[config.mk]
export PLATFORM = sky130hd
export DESIGN_NAME = goldbach_partition_count
export DESIGN_NICKNAME = d
export VERILOG_FILES = /design/src/rtl/gpc_pkg.sv /design/src/rtl/goldbach_partition_count.sv /design/src/rtl/gpc_rem_unit.sv /design/src/rtl/gpc_prime_test.sv
export SDC_FILE = /design/constraint.sdc
export NUM_CORES = 1
export LEC_CHECK = 0
export BUFFER_PORTS_ARGS = -buffer_cell sky130_fd_sc_hd__buf_2
export CAP_MARGIN = 10
export CORE_MARGIN = 2
export CORE_UTILIZATION = 63
export DETAILED_ROUTE_END_ITERATION = 8
export HOLD_SLACK_MARGIN = 0.12
export PLACE_DENSITY = 0.82
export SKIP_CTS_REPAIR_TIMING = 1
export SLEW_MARGIN = 40
export SYNTH_ARGS = -nofsm -noshare
export SYNTH_HDL_FRONTEND = slang
export SYNTH_SLANG_ARGS = --single-unit
[constraint.sdc]
create_clock -name clock -period 4.1 [get_ports clock]
set_input_delay 0.205 -clock clock [delete_from_list [all_inputs] [get_ports clock]]
set_output_delay 0.205 -clock clock [all_outputs]
set_load 0.05 [all_outputs]
[src/rtl/gpc_pkg.sv]
`default_nettype none

package gpc_pkg;

   localparam int NUMBER_WIDTH = 16;
   // trial divisors stay near sqrt(2^NUMBER_WIDTH), plus headroom for the last step
   localparam int DIV_W = NUMBER_WIDTH / 2 + 2;
   localparam int SQ_W = NUMBER_WIDTH + 3;
   localparam int CNT_W = $clog2(NUMBER_WIDTH + 1);
   localparam int COUNT_W = 12;
   localparam logic [COUNT_W-1:0] COUNT_MAX = '1;
   localparam logic [NUMBER_WIDTH-1:0] MIN_VALID = NUMBER_WIDTH'(4);
   localparam logic [NUMBER_WIDTH-1:0] SMALLEST_PRIME = NUMBER_WIDTH'(2);
   localparam logic [DIV_W-1:0] FIRST_ODD_DIV = DIV_W'(3);
   localparam logic [SQ_W-1:0] FIRST_ODD_SQ = SQ_W'(9);

   typedef struct packed {
      logic                    start;
      logic [NUMBER_WIDTH-1:0] dividend;
      logic [DIV_W-1:0]        divisor;
   } rem_req_type;

   typedef struct packed {
      logic done;
      logic is_zero;
   } rem_rsp_type;

   typedef struct packed {
      logic                    start;
      logic [NUMBER_WIDTH-1:0] value;
   } prime_req_type;

   typedef struct packed {
      logic done;
      logic prime;
   } prime_rsp_type;

endpackage

`default_nettype wire

[src/rtl/goldbach_partition_count.sv]
`default_nettype none

// Goldbach partition counter.
// Input: drive req_even_number and raise start; the beat is taken at a rising
// edge where start is high and busy is low. busy stays high while a number is
// being worked on, and no other beat is taken then.
// Output: one result beat per input, shown for exactly one cycle with rsp_valid
// high: rsp_pair_count (prime pairs p <= q with p + q = n) and rsp_invalid_input.
// Odd numbers and numbers below 4 return invalid with a count of zero in the cycle
// after acceptance, and busy never rises for them.
// Work for a valid n: every candidate p from 2 to n/2 is tested, and q = n - p
// is tested when p is prime. An even or small value is decided without division;
// an odd value is divided by each odd trial divisor from 3 up to its square root,
// all on the one shared bit-serial remainder unit. Each candidate after the first
// passes through a sequencing state before its test.
// The receiver cannot stall: the result beat is gone after its cycle.
// Reset (synchronous, active high) drops any number in flight and returns idle.

module goldbach_partition_count (
   input  wire                                 clock,
   input  wire                                 reset,
   input  wire                                 start,
   output logic                                busy,
   input  wire  [gpc_pkg::NUMBER_WIDTH-1:0]    req_even_number,
   output logic                                rsp_valid,
   output logic [gpc_pkg::COUNT_W-1:0]         rsp_pair_count,
   output logic                                rsp_invalid_input
);

   localparam logic [1:0] ST_IDLE  = 2'd0;
   localparam logic [1:0] ST_TESTP = 2'd1;
   localparam logic [1:0] ST_TESTQ = 2'd2;
   localparam logic [1:0] ST_NEXT  = 2'd3;

   logic [1:0]                       state_ff, state_in;
   logic [gpc_pkg::NUMBER_WIDTH-1:0] n_ff, n_in;
   logic [gpc_pkg::NUMBER_WIDTH-1:0] half_ff, half_in;
   logic [gpc_pkg::NUMBER_WIDTH-1:0] p_ff, p_in;
   logic [gpc_pkg::COUNT_W-1:0]      count_ff, count_in;
   logic                             pt_start_ff, pt_start_in;
   logic [gpc_pkg::NUMBER_WIDTH-1:0] pt_value_ff, pt_value_in;
   logic                             valid_ff, valid_in;
   logic [gpc_pkg::COUNT_W-1:0]      out_count_ff, out_count_in;
   logic                             out_invalid_ff, out_invalid_in;
   logic                             accept;
   gpc_pkg::prime_req_type           pt_req;
   gpc_pkg::prime_rsp_type           pt_rsp;

   gpc_prime_test u_prime (
      .clock (clock),
      .reset (reset),
      .req   (pt_req),
      .rsp   (pt_rsp)
   );

   assign pt_req = '{start: pt_start_ff, value: pt_value_ff};
   assign accept = start && (state_ff == ST_IDLE);

   always_comb begin
      state_in       = state_ff;
      n_in           = n_ff;
      half_in        = half_ff;
      p_in           = p_ff;
      count_in       = count_ff;
      pt_start_in    = 1'b0;
      pt_value_in    = pt_value_ff;
      valid_in       = 1'b0;
      out_count_in   = out_count_ff;
      out_invalid_in = out_invalid_ff;
      case (state_ff)
         ST_IDLE: begin
            if (accept) begin
               if (req_even_number[0] || (req_even_number < gpc_pkg::MIN_VALID)) begin
                  valid_in       = 1'b1;
                  out_count_in   = '0;
                  out_invalid_in = 1'b1;
               end else begin
                  n_in        = req_even_number;
                  half_in     = {1'b0, req_even_number[gpc_pkg::NUMBER_WIDTH-1:1]};
                  p_in        = gpc_pkg::SMALLEST_PRIME;
                  count_in    = '0;
                  pt_start_in = 1'b1;
                  pt_value_in = gpc_pkg::SMALLEST_PRIME;
                  state_in    = ST_TESTP;
               end
            end
         end
         ST_TESTP: begin
            if (pt_rsp.done) begin
               if (pt_rsp.prime) begin
                  pt_start_in = 1'b1;
                  pt_value_in = n_ff - p_ff;
                  state_in    = ST_TESTQ;
               end else begin
                  state_in = ST_NEXT;
               end
            end
         end
         ST_TESTQ: begin
            if (pt_rsp.done) begin
               if (pt_rsp.prime && (count_ff != gpc_pkg::COUNT_MAX)) begin
                  count_in = count_ff + gpc_pkg::COUNT_W'(1);
               end
               state_in = ST_NEXT;
            end
         end
         ST_NEXT: begin
            if (p_ff == half_ff) begin
               valid_in       = 1'b1;
               out_count_in   = count_ff;
               out_invalid_in = 1'b0;
               state_in       = ST_IDLE;
            end else begin
               p_in        = p_ff + gpc_pkg::NUMBER_WIDTH'(1);
               pt_start_in = 1'b1;
               pt_value_in = p_ff + gpc_pkg::NUMBER_WIDTH'(1);
               state_in    = ST_TESTP;
            end
         end
         default: begin
            state_in = ST_IDLE;
         end
      endcase
   end

   always_ff @(posedge clock) begin
      if (reset) begin
         state_ff    <= ST_IDLE;
         pt_start_ff <= 1'b0;
         valid_ff    <= 1'b0;
      end else begin
         state_ff    <= state_in;
         pt_start_ff <= pt_start_in;
         valid_ff    <= valid_in;
      end
      n_ff           <= n_in;
      half_ff        <= half_in;
      p_ff           <= p_in;
      count_ff       <= count_in;
      pt_value_ff    <= pt_value_in;
      out_count_ff   <= out_count_in;
      out_invalid_ff <= out_invalid_in;
   end

   assign busy              = (state_ff != ST_IDLE);
   assign rsp_valid         = valid_ff;
   assign rsp_pair_count    = out_count_ff;
   assign rsp_invalid_input = out_invalid_ff;

`ifndef NO_ASSERTIONS
   a_invalid_zero_count: assert property (@(posedge clock) disable iff (reset)
      rsp_valid && rsp_invalid_input |-> rsp_pair_count == '0)
      else $error("invalid result carries a nonzero count");

   a_bad_input_fast: assert property (@(posedge clock) disable iff (reset)
      accept && (req_even_number[0] || req_even_number < gpc_pkg::MIN_VALID)
      |=> rsp_valid && rsp_invalid_input && !busy)
      else $error("bad input not answered in one cycle");

   a_good_input_busy: assert property (@(posedge clock) disable iff (reset)
      accept && !req_even_number[0] && req_even_number >= gpc_pkg::MIN_VALID
      |=> busy && !rsp_valid)
      else $error("valid input did not start a search");

   a_candidate_range: assert property (@(posedge clock) disable iff (reset)
      busy |-> p_ff <= half_ff && p_ff >= gpc_pkg::SMALLEST_PRIME)
      else $error("candidate left the range 2..n/2");

   a_single_test: assert property (@(posedge clock) disable iff (reset)
      pt_start_ff |-> !pt_rsp.done)
      else $error("new prime test issued while a result is pending");
`endif

endmodule

`default_nettype wire

[src/rtl/gpc_rem_unit.sv]
`default_nettype none

module gpc_rem_unit (
   input  wire                       clock,
   input  wire                       reset,
   input  wire gpc_pkg::rem_req_type req,
   output gpc_pkg::rem_rsp_type      rsp
);

   logic                              active_ff, active_in;
   logic [gpc_pkg::CNT_W-1:0]         cnt_ff, cnt_in;
   logic [gpc_pkg::NUMBER_WIDTH-1:0]  dvd_ff, dvd_in;
   logic [gpc_pkg::DIV_W-1:0]         dvs_ff, dvs_in;
   logic [gpc_pkg::DIV_W-1:0]         rem_ff, rem_in;
   logic                              done_ff, done_in;
   logic                              zero_ff, zero_in;
   logic [gpc_pkg::DIV_W:0]           trial;

   // restoring remainder, one dividend bit per cycle, MSB first
   always_comb begin
      active_in = active_ff;
      cnt_in    = cnt_ff;
      dvd_in    = dvd_ff;
      dvs_in    = dvs_ff;
      rem_in    = rem_ff;
      done_in   = 1'b0;
      zero_in   = zero_ff;
      trial     = {rem_ff, dvd_ff[gpc_pkg::NUMBER_WIDTH-1]};
      if (active_ff) begin
         if (trial >= {1'b0, dvs_ff}) begin
            rem_in = gpc_pkg::DIV_W'(trial - {1'b0, dvs_ff});
         end else begin
            rem_in = gpc_pkg::DIV_W'(trial);
         end
         dvd_in = {dvd_ff[gpc_pkg::NUMBER_WIDTH-2:0], 1'b0};
         cnt_in = cnt_ff - gpc_pkg::CNT_W'(1);
         if (cnt_ff == gpc_pkg::CNT_W'(1)) begin
            active_in = 1'b0;
            done_in   = 1'b1;
            zero_in   = (rem_in == '0);
         end
      end else if (req.start) begin
         active_in = 1'b1;
         cnt_in    = gpc_pkg::CNT_W'(gpc_pkg::NUMBER_WIDTH);
         dvd_in    = req.dividend;
         dvs_in    = req.divisor;
         rem_in    = '0;
      end
   end

   always_ff @(posedge clock) begin
      if (reset) begin
         active_ff <= 1'b0;
         cnt_ff    <= '0;
         done_ff   <= 1'b0;
      end else begin
         active_ff <= active_in;
         cnt_ff    <= cnt_in;
         done_ff   <= done_in;
      end
      dvd_ff  <= dvd_in;
      dvs_ff  <= dvs_in;
      rem_ff  <= rem_in;
      zero_ff <= zero_in;
   end

   assign rsp = '{done: done_ff, is_zero: zero_ff};

endmodule

`default_nettype wire

[src/rtl/gpc_prime_test.sv]
`default_nettype none

module gpc_prime_test (
   input  wire                         clock,
   input  wire                         reset,
   input  wire gpc_pkg::prime_req_type req,
   output gpc_pkg::prime_rsp_type      rsp
);

   localparam logic [1:0] ST_IDLE  = 2'd0;
   localparam logic [1:0] ST_CHECK = 2'd1;
   localparam logic [1:0] ST_WAIT  = 2'd2;

   logic [1:0]                       state_ff, state_in;
   logic [gpc_pkg::NUMBER_WIDTH-1:0] value_ff, value_in;
   logic [gpc_pkg::DIV_W-1:0]        div_ff, div_in;
   logic [gpc_pkg::SQ_W-1:0]         sq_ff, sq_in;
   logic                             done_ff, done_in;
   logic                             prime_ff, prime_in;
   gpc_pkg::rem_req_type             rem_req;
   gpc_pkg::rem_rsp_type             rem_rsp;

   gpc_rem_unit u_rem (
      .clock (clock),
      .reset (reset),
      .req   (rem_req),
      .rsp   (rem_rsp)
   );

   always_comb begin
      state_in         = state_ff;
      value_in         = value_ff;
      div_in           = div_ff;
      sq_in            = sq_ff;
      done_in          = 1'b0;
      prime_in         = prime_ff;
      rem_req.start    = 1'b0;
      rem_req.dividend = value_ff;
      rem_req.divisor  = div_ff;
      case (state_ff)
         ST_IDLE: begin
            if (req.start) begin
               value_in = req.value;
               div_in   = gpc_pkg::FIRST_ODD_DIV;
               sq_in    = gpc_pkg::FIRST_ODD_SQ;
               if (req.value < gpc_pkg::SMALLEST_PRIME) begin
                  done_in  = 1'b1;
                  prime_in = 1'b0;
               end else if (!req.value[0]) begin
                  // even: prime only when it is two
                  done_in  = 1'b1;
                  prime_in = (req.value == gpc_pkg::SMALLEST_PRIME);
               end else begin
                  state_in = ST_CHECK;
               end
            end
         end
         ST_CHECK: begin
            if (sq_ff > gpc_pkg::SQ_W'(value_ff)) begin
               done_in  = 1'b1;
               prime_in = 1'b1;
               state_in = ST_IDLE;
            end else begin
               rem_req.start = 1'b1;
               state_in      = ST_WAIT;
            end
         end
         ST_WAIT: begin
            if (rem_rsp.done) begin
               if (rem_rsp.is_zero) begin
                  done_in  = 1'b1;
                  prime_in = 1'b0;
                  state_in = ST_IDLE;
               end else begin
                  // odd divisors only: (d+2)^2 = d^2 + 4d + 4
                  div_in   = div_ff + gpc_pkg::DIV_W'(2);
                  sq_in    = sq_ff + gpc_pkg::SQ_W'({div_ff, 2'b00})
                             + gpc_pkg::SQ_W'(4);
                  state_in = ST_CHECK;
               end
            end
         end
         default: begin
            state_in = ST_IDLE;
         end
      endcase
   end

   always_ff @(posedge clock) begin
      if (reset) begin
         state_ff <= ST_IDLE;
         done_ff  <= 1'b0;
      end else begin
         state_ff <= state_in;
         done_ff  <= done_in;
      end
      value_ff <= value_in;
      div_ff   <= div_in;
      sq_ff    <= sq_in;
      prime_ff <= prime_in;
   end

   assign rsp = '{done: done_ff, prime: prime_ff};

endmodule

`default_nettype wire

---- Yosys cells after proc, flatten, opt, wreduce, memory -nomap -nowiden ----
Index checks and enable logic that the tools add are counted.
word-level totals
  register bits ........................... 185
  word-level logic and storage cells ...... 170
cells by class
  $add $sub $neg .......................... 8
  order comparisons ....................... 4
  equal/unequal tests ..................... 26
  multiplexer cells ....................... 80
  bitwise logic cells ..................... 2
  reduce and logical (&&, ||, !) cells .... 26
operators with widths
  operator                                                      count
  2-to-1 mux 16 bit                                             7
  2-to-1 mux 12 bit                                             7
  2-to-1 mux 10 bit                                             7
  2-to-1 mux 19 bit                                             3
  one-hot mux 12 bit (2 select lines)                           2
  one-hot mux 16 bit (3 select lines)                           1
  one-hot mux 19 bit (2 select lines)                           1
  2-to-1 mux 1 bit                                              32
  one-hot mux 16 bit (2 select lines)                           1
  inequality test 2 bit (second input constant)                 11
  one-hot mux 10 bit (2 select lines)                           1
  AND reduction 4 bit                                           5
  adder 19 x 12 -> 19 bit                                       1
  adder 19 x 3 -> 19 bit (second input constant)                1
  greater-than comparator 19 x 16 -> 1 bit                      1
  2-to-1 mux 2 bit                                              9
  adder 16 x 1 -> 16 bit (second input constant)                1
  == test 16 x 15 -> 1 bit                                      1
  == test 16 x 2 -> 1 bit (second input constant)               1
  less-than comparator 16 x 2 -> 1 bit (second input constant)  1
  less-than comparator 16 x 3 -> 1 bit (second input constant)  1
  subtractor 16 bit                                             1
  adder 12 x 1 -> 12 bit (second input constant)                1
  inequality test 12 bit (second input constant)                1
  other kinds (26)                                              48

---- Longest topological paths before layout ----
  depth in word-level cells ............... 5
  gate-level depth with buffers ........... 11
  gate-level depth less buffers ........... 11

---- Cells and area by module ----
Synthesis repeated with hierarchy kept, for this count alone.
second synthesis, totals
  cell total of the unflattened synthesis .. 888
  area, all modules ....................... 9649.3 sq um
by module, submodules not included
  module                    instances  cells an instance  area each (sq um)
  goldbach_partition_count  1          387                4332.9
  gpc_prime_test            1          278                2884.0
  gpc_rem_unit              1          223                2432.3

---- Worst setup path before layout ----
Ideal clock, no wire load.
  path kind ............................... register to register
  start ................................... reg state_ff[0]
  end ..................................... reg p_ff[0] in the netlist's numbering (enable)
  setup time .............................. 414 ps
  arrival ................................. 2445 ps
  required time ........................... 3686 ps
  path slack .............................. 1241 ps
  cell stages (with the launch flop) ...... 6
  path buffers ............................ 0
  period minus slack after synthesis ...... 2859 ps
  cell sequence ........................... dfxtp_1 -> inv_1 -> ha_1 -> inv_1 -> nor2_1 -> a211oi_1
on the way
  cells in the longest elaborated chain, start to end .. 4
ends and longest elaborated chain
  item                               line                                                            RTL
  from (decl)                        goldbach_partition_count.sv:35                                  logic [1:0] state_ff, state_in;
  from (signal assigned)             goldbach_partition_count.sv:132                                 state_ff <= state_in;
  zero test 2 bit                    goldbach_partition_count.sv:57, goldbach_partition_count.sv:70
  logical AND 1 bit                  goldbach_partition_count.sv:57                                  assign accept = start && (state_ff == ST_IDLE);
  inequality test 2 bit (no line)    --
  AND reduction 4 bit (no line) (*)  --
  to (signal assigned)               goldbach_partition_count.sv:138                                 p_ff <= p_in;
  to (decl)                          goldbach_partition_count.sv:38                                  logic [gpc_pkg::NUMBER_WIDTH-1:0] p_ff, p_in;
Mark *: on every way between the ends. The rest lies on a longest branch, timed or not.
A chain may end at the register's enable or synchronous reset.

---- Worst setup path after layout ----
  start ................................... reg u_prime.div_ff[3] in the netlist's numbering
  end ..................................... reg u_prime.sq_ff[15] in the netlist's numbering (data pin)
on the way
  cells in the longest elaborated chain, start to end .. 5
ends and longest elaborated chain
  item                                 line                  RTL
  from (decl)                          gpc_prime_test.sv:16  logic [gpc_pkg::DIV_W-1:0] div_ff, div_in;
  from (signal assigned)               gpc_prime_test.sv:98  div_ff <= div_in;
  adder 19 x 12 -> 19 bit              gpc_prime_test.sv:77  sq_in = sq_ff + gpc_pkg::SQ_W'({div_ff, 2'b00})
  adder 19 x 3 -> 19 bit               gpc_prime_test.sv:78  + gpc_pkg::SQ_W'(4);
  2-to-1 mux 19 bit                    gpc_prime_test.sv:70  if (rem_rsp.is_zero) begin
  2-to-1 mux 19 bit                    gpc_prime_test.sv:69  if (rem_rsp.done) begin
  one-hot mux 19 bit (2 select lines)  gpc_prime_test.sv:40  case (state_ff)
  to (signal assigned)                 gpc_prime_test.sv:99  sq_ff <= sq_in;
  to (decl)                            gpc_prime_test.sv:17  logic [gpc_pkg::SQ_W-1:0] sq_ff, sq_in;
No other way between the ends. The select of a mux whose other input is x is not followed.

==> results.md <==
- Status: completed
- Net Count, Synth: 947
- Worst VDD drop: between 0.0004 and 0.0005 V
- Max Fclk: between 0.3 and 0.4 GHz
- Final Util: 0.723
- Half-perimeter wire length after placement: approximately 13 mm
- Area of the die: 0.0158 mm2
- Routed wire length: 19.1 mm
- Share of synthesized registers carrying an async set or reset: 0
- First drt pass iteration count: 5
- Area growth syn-to-layout: 12.2%
- Critical path data arrival time: about 3200 ps
- CTS Sinks: 165
- Layout cells sized above 1: 0.0948
- Buffers on Ports: 33
- Final nets: 997
- Die height: between 100 and 150 um
- Largest net degree at the start of global routing: 43
- Worst hold endpoint: u_prime.state_ff[0]
- R2R cell count: 9
- Worst setup SP type: flip-flop
- Wire length per cell: roughly 17 um
- Die width: 126 um
- Synth Cell Area: between 0.009 and 0.01 mm2
- Post-DR vias/cell: around 6
- Core Region: 0.0145 mm2
- Data required, critical path: ~4300 ps
- # Max-Cap Violations: 0
- Syn avg cell area: 10.9 um2
- Clock skew: between 9 and 10 ps
- H-tree depth: 4
- Via count: between 6000 and 7000
- Critical R2R Launch: u_prime.div_ff[3]
- First-pass GRT wire length: approximately 30 mm
- Post-route ant nets: 0
- Min cycle time layout: about 3100 ps
- FILL cells: about 980
- Initial antenna violation count: 0
- Gpl congestion: 0.903
- Hold Slack: about 180 ps
- Main synth FF type: edfxtp_1
- Grt ovf: 0
- Slowest CP cell: edfxtp_1
- Setup violators final: 0
- DRC viols: 0
- Top Family by Delay on Critical Path: compound AO/OA/AOI/OAI gates
- HP Class: input pin to flip-flop
- Number of synthesized flops with an enable pin: 150
- Area leader, netlist: edfxtp_1
- Overall global routing resource usage: 0.238
- R2r endpoint: u_prime.sq_ff[15]
- Clk_lat worst skew: about 430 ps
- Cell variety after synth: between 60 and 70
- Yosys reg bits: 165
- RSZ-0062 raised after global routing: false
- Crit end category: flip-flop
- Register area share after synthesis: 0.515
- Worst stage delay on the critical path: around 500 ps
- Row count: between 40 and 50
- Iteration-0 DRC Markers: about 440
- Buffers & Inverters on Critical Path: 0
- Hold Path Stages: 2
- Hold path startpoint: reset
- CTS buffer count: 17
- Mapped Cells: approximately 860
- Slew headroom: 0.530
- Final hold vios: 0
- Power Density: 662 mW/mm2
- R2R Setup Slk: 1020 ps
- Main area contributors after synthesis: edfxtp_1 48%, ha_1 9.4%, dfxtp_1 3.2%, xor2_1 2.9%, nand2_1 2.7%
- Max-slew violation count: 0
- Initial Util: 0.644
- Setup TNS: 0 ps
- Clk pin slew, worst setup/hold paths: 70 ps
- Worst Max-Slew Pin Slew: between 700 and 800 ps
- Critical path class: flip-flop to flip-flop
- Leakage: ~4 nW
- Crit path max fanout: 7
- CTS tree: yes
- Vias in the first global route: about 6300
- IO Pins: 34
- Top-area cell type share of the netlist area: 0.483
- CP dominant cell by count: ha_1
- Root buffer cell: clkbuf_16
- Fin crit share: 0.751
- Worst-path cell chain: ha_1 -> ha_1 -> nor2b_1 -> o21a_1 -> a31o_2 -> or4_1 -> a41oi_2 -> or3_1 -> a21oi_1
- Clock tree buffer depth: 2
- Warnings from Yosys: 0
- N_diodes: 0
- Total stage count of the critical path: 9
[cells in the final DEF (no fill, tap or decap), types with 8 or more instances in the layout]
cell / synthesis / final
a211oi_1: 10 / 8
a21o_1: 15 / 15
a21oi_1: 27 / 26
and2_1: 24 / 24
and3_1: 9 / 9
buf_2: 2 / 33
clkbuf_16: 0 / 17
dfxtp_1: 15 / 15
dlygate4sd3_1: 0 / 16
edfxtp_1: 150 / 150
ha_1: 70 / 70
inv_1: 62 / 61
mux2i_1: 12 / 12
nand2_1: 68 / 68
nand3_1: 25 / 25
nand4_1: 17 / 17
nor2_1: 68 / 68
nor2b_1: 11 / 11
nor3_1: 14 / 13
nor4_1: 17 / 17
o21ai_0: 38 / 38
o22ai_1: 11 / 11
or3_1: 13 / 13
xnor2_1: 29 / 29
xor2_1: 31 / 31
[cells by family after synthesis]
group	synth area share
multiplexers	0.0141
flip-flops	0.515
buffers and inverters	0.0385
AND/OR/NAND/NOR	0.152
adder cells (fa/ha/maj)	0.100
XOR/XNOR	0.0564
AO/OA/AOI/OAI	0.123
[state kept, by name (all words and copies together) (netlist names), 2 cells and up]
register	flops
u_prime.div_ff	9
count_ff	12
u_prime.sq_ff	16
u_prime.u_rem.rem_ff	10
p_ff	16
state_ff	2
n_ff	15
u_prime.u_rem.cnt_ff	5
u_prime.state_ff	2
u_prime.value_ff	16
u_prime.u_rem.dvs_ff	9
pt_value_ff	16
u_prime.u_rem.dvd_ff	16
rsp_pair_count	12
[worst register-to-register path: cells and delay by family, from the launching register on]
family	cells	cell delay (ps)
AOI/OAI and AO/OA	4	850
and+or+nand+nor	3	790
adders and majority gates	2	660
DFF	1	500
[power breakdown]
| part | internal [W] | switching [W] |
|---|---|---|
| logic | 0.000897 | 0.00152 |
| registers | 0.00246 | 0.000369 |
| clock network | 0.00102 | 0.000649 |
[worst max path at each step]
stage / from / to / slack (ps)
6_report: u_prime.div_ff[3] / u_prime.sq_ff[15] / 1020
5_1_grt: u_prime.div_ff[3] / u_prime.sq_ff[17] / 870
4_1_cts: u_prime.div_ff[3] / u_prime.sq_ff[17] / 1030
3_5_place_dp: u_prime.div_ff[3] / u_prime.sq_ff[13] / 1090
3_3_place_gp: u_prime.sq_ff[4] / u_prime.u_rem.rem_ff[8] / 1140
2_1_floorplan: state_ff[0] / p_ff[0] / 1240
[synth_stat cells, drive strengths merged (4+ instances only)]
cell type,count
nor2b,11
a21oi,27
a211o,5
a31o,5
edfxtp,150
nand4,17
nand2b,5
xor2,31
inv,62
clkbuf,19
or4,4
o41ai,4
nor3,14
o21ai,42
nor2,68
o21a,7
a21boi,4
nand2,68
and3,9
a21o,15
a211oi,10
ha,70
o21bai,4
o211ai,6
mux2i,12
o22ai,11
buf,6
nand3,25
dfxtp,15
or3,13
a31oi,7
xnor2,29
and2,25
nor4,17
[layer usage]
metal	wire length [um]	part of all wire	track usage
met1	8150	0.43	0.305
met2	9600	0.50	0.405
met3	853	0.045	0.0442
met4	531	0.028	0.0935
met5	0	0	0
[stage by stage]
stage | setup WS (ps) | cell area (um2) | instances | power [W]
5_1_grt | 868 | 10500 | 1102 | 0.00729
4_1_cts | 1030 | 10300 | 1085 | 0.00689
6_report | 1020 | 10500 | 1102 | 0.00692
2_1_floorplan | 1240 | 9320 | 855 | 0.00461
3_5_place_dp | 1090 | 9680 | 1053 | 0.00520
3_3_place_gp | 1140 | 9660 | 1053 | 0.00512
[layout make-up]
cell class	count	area, um2	area share
well taps	184	230	0.0220
clock buffers	20	437	0.0417
inverters	64	240	0.0230
repair buffers	56	378	0.0361
multi-input cells	601	4190	0.401
flip-flops and latches	165	4800	0.459
clock inverters	12	180	0.0172
No activity file was read; power rests on OpenSTA's default activity.
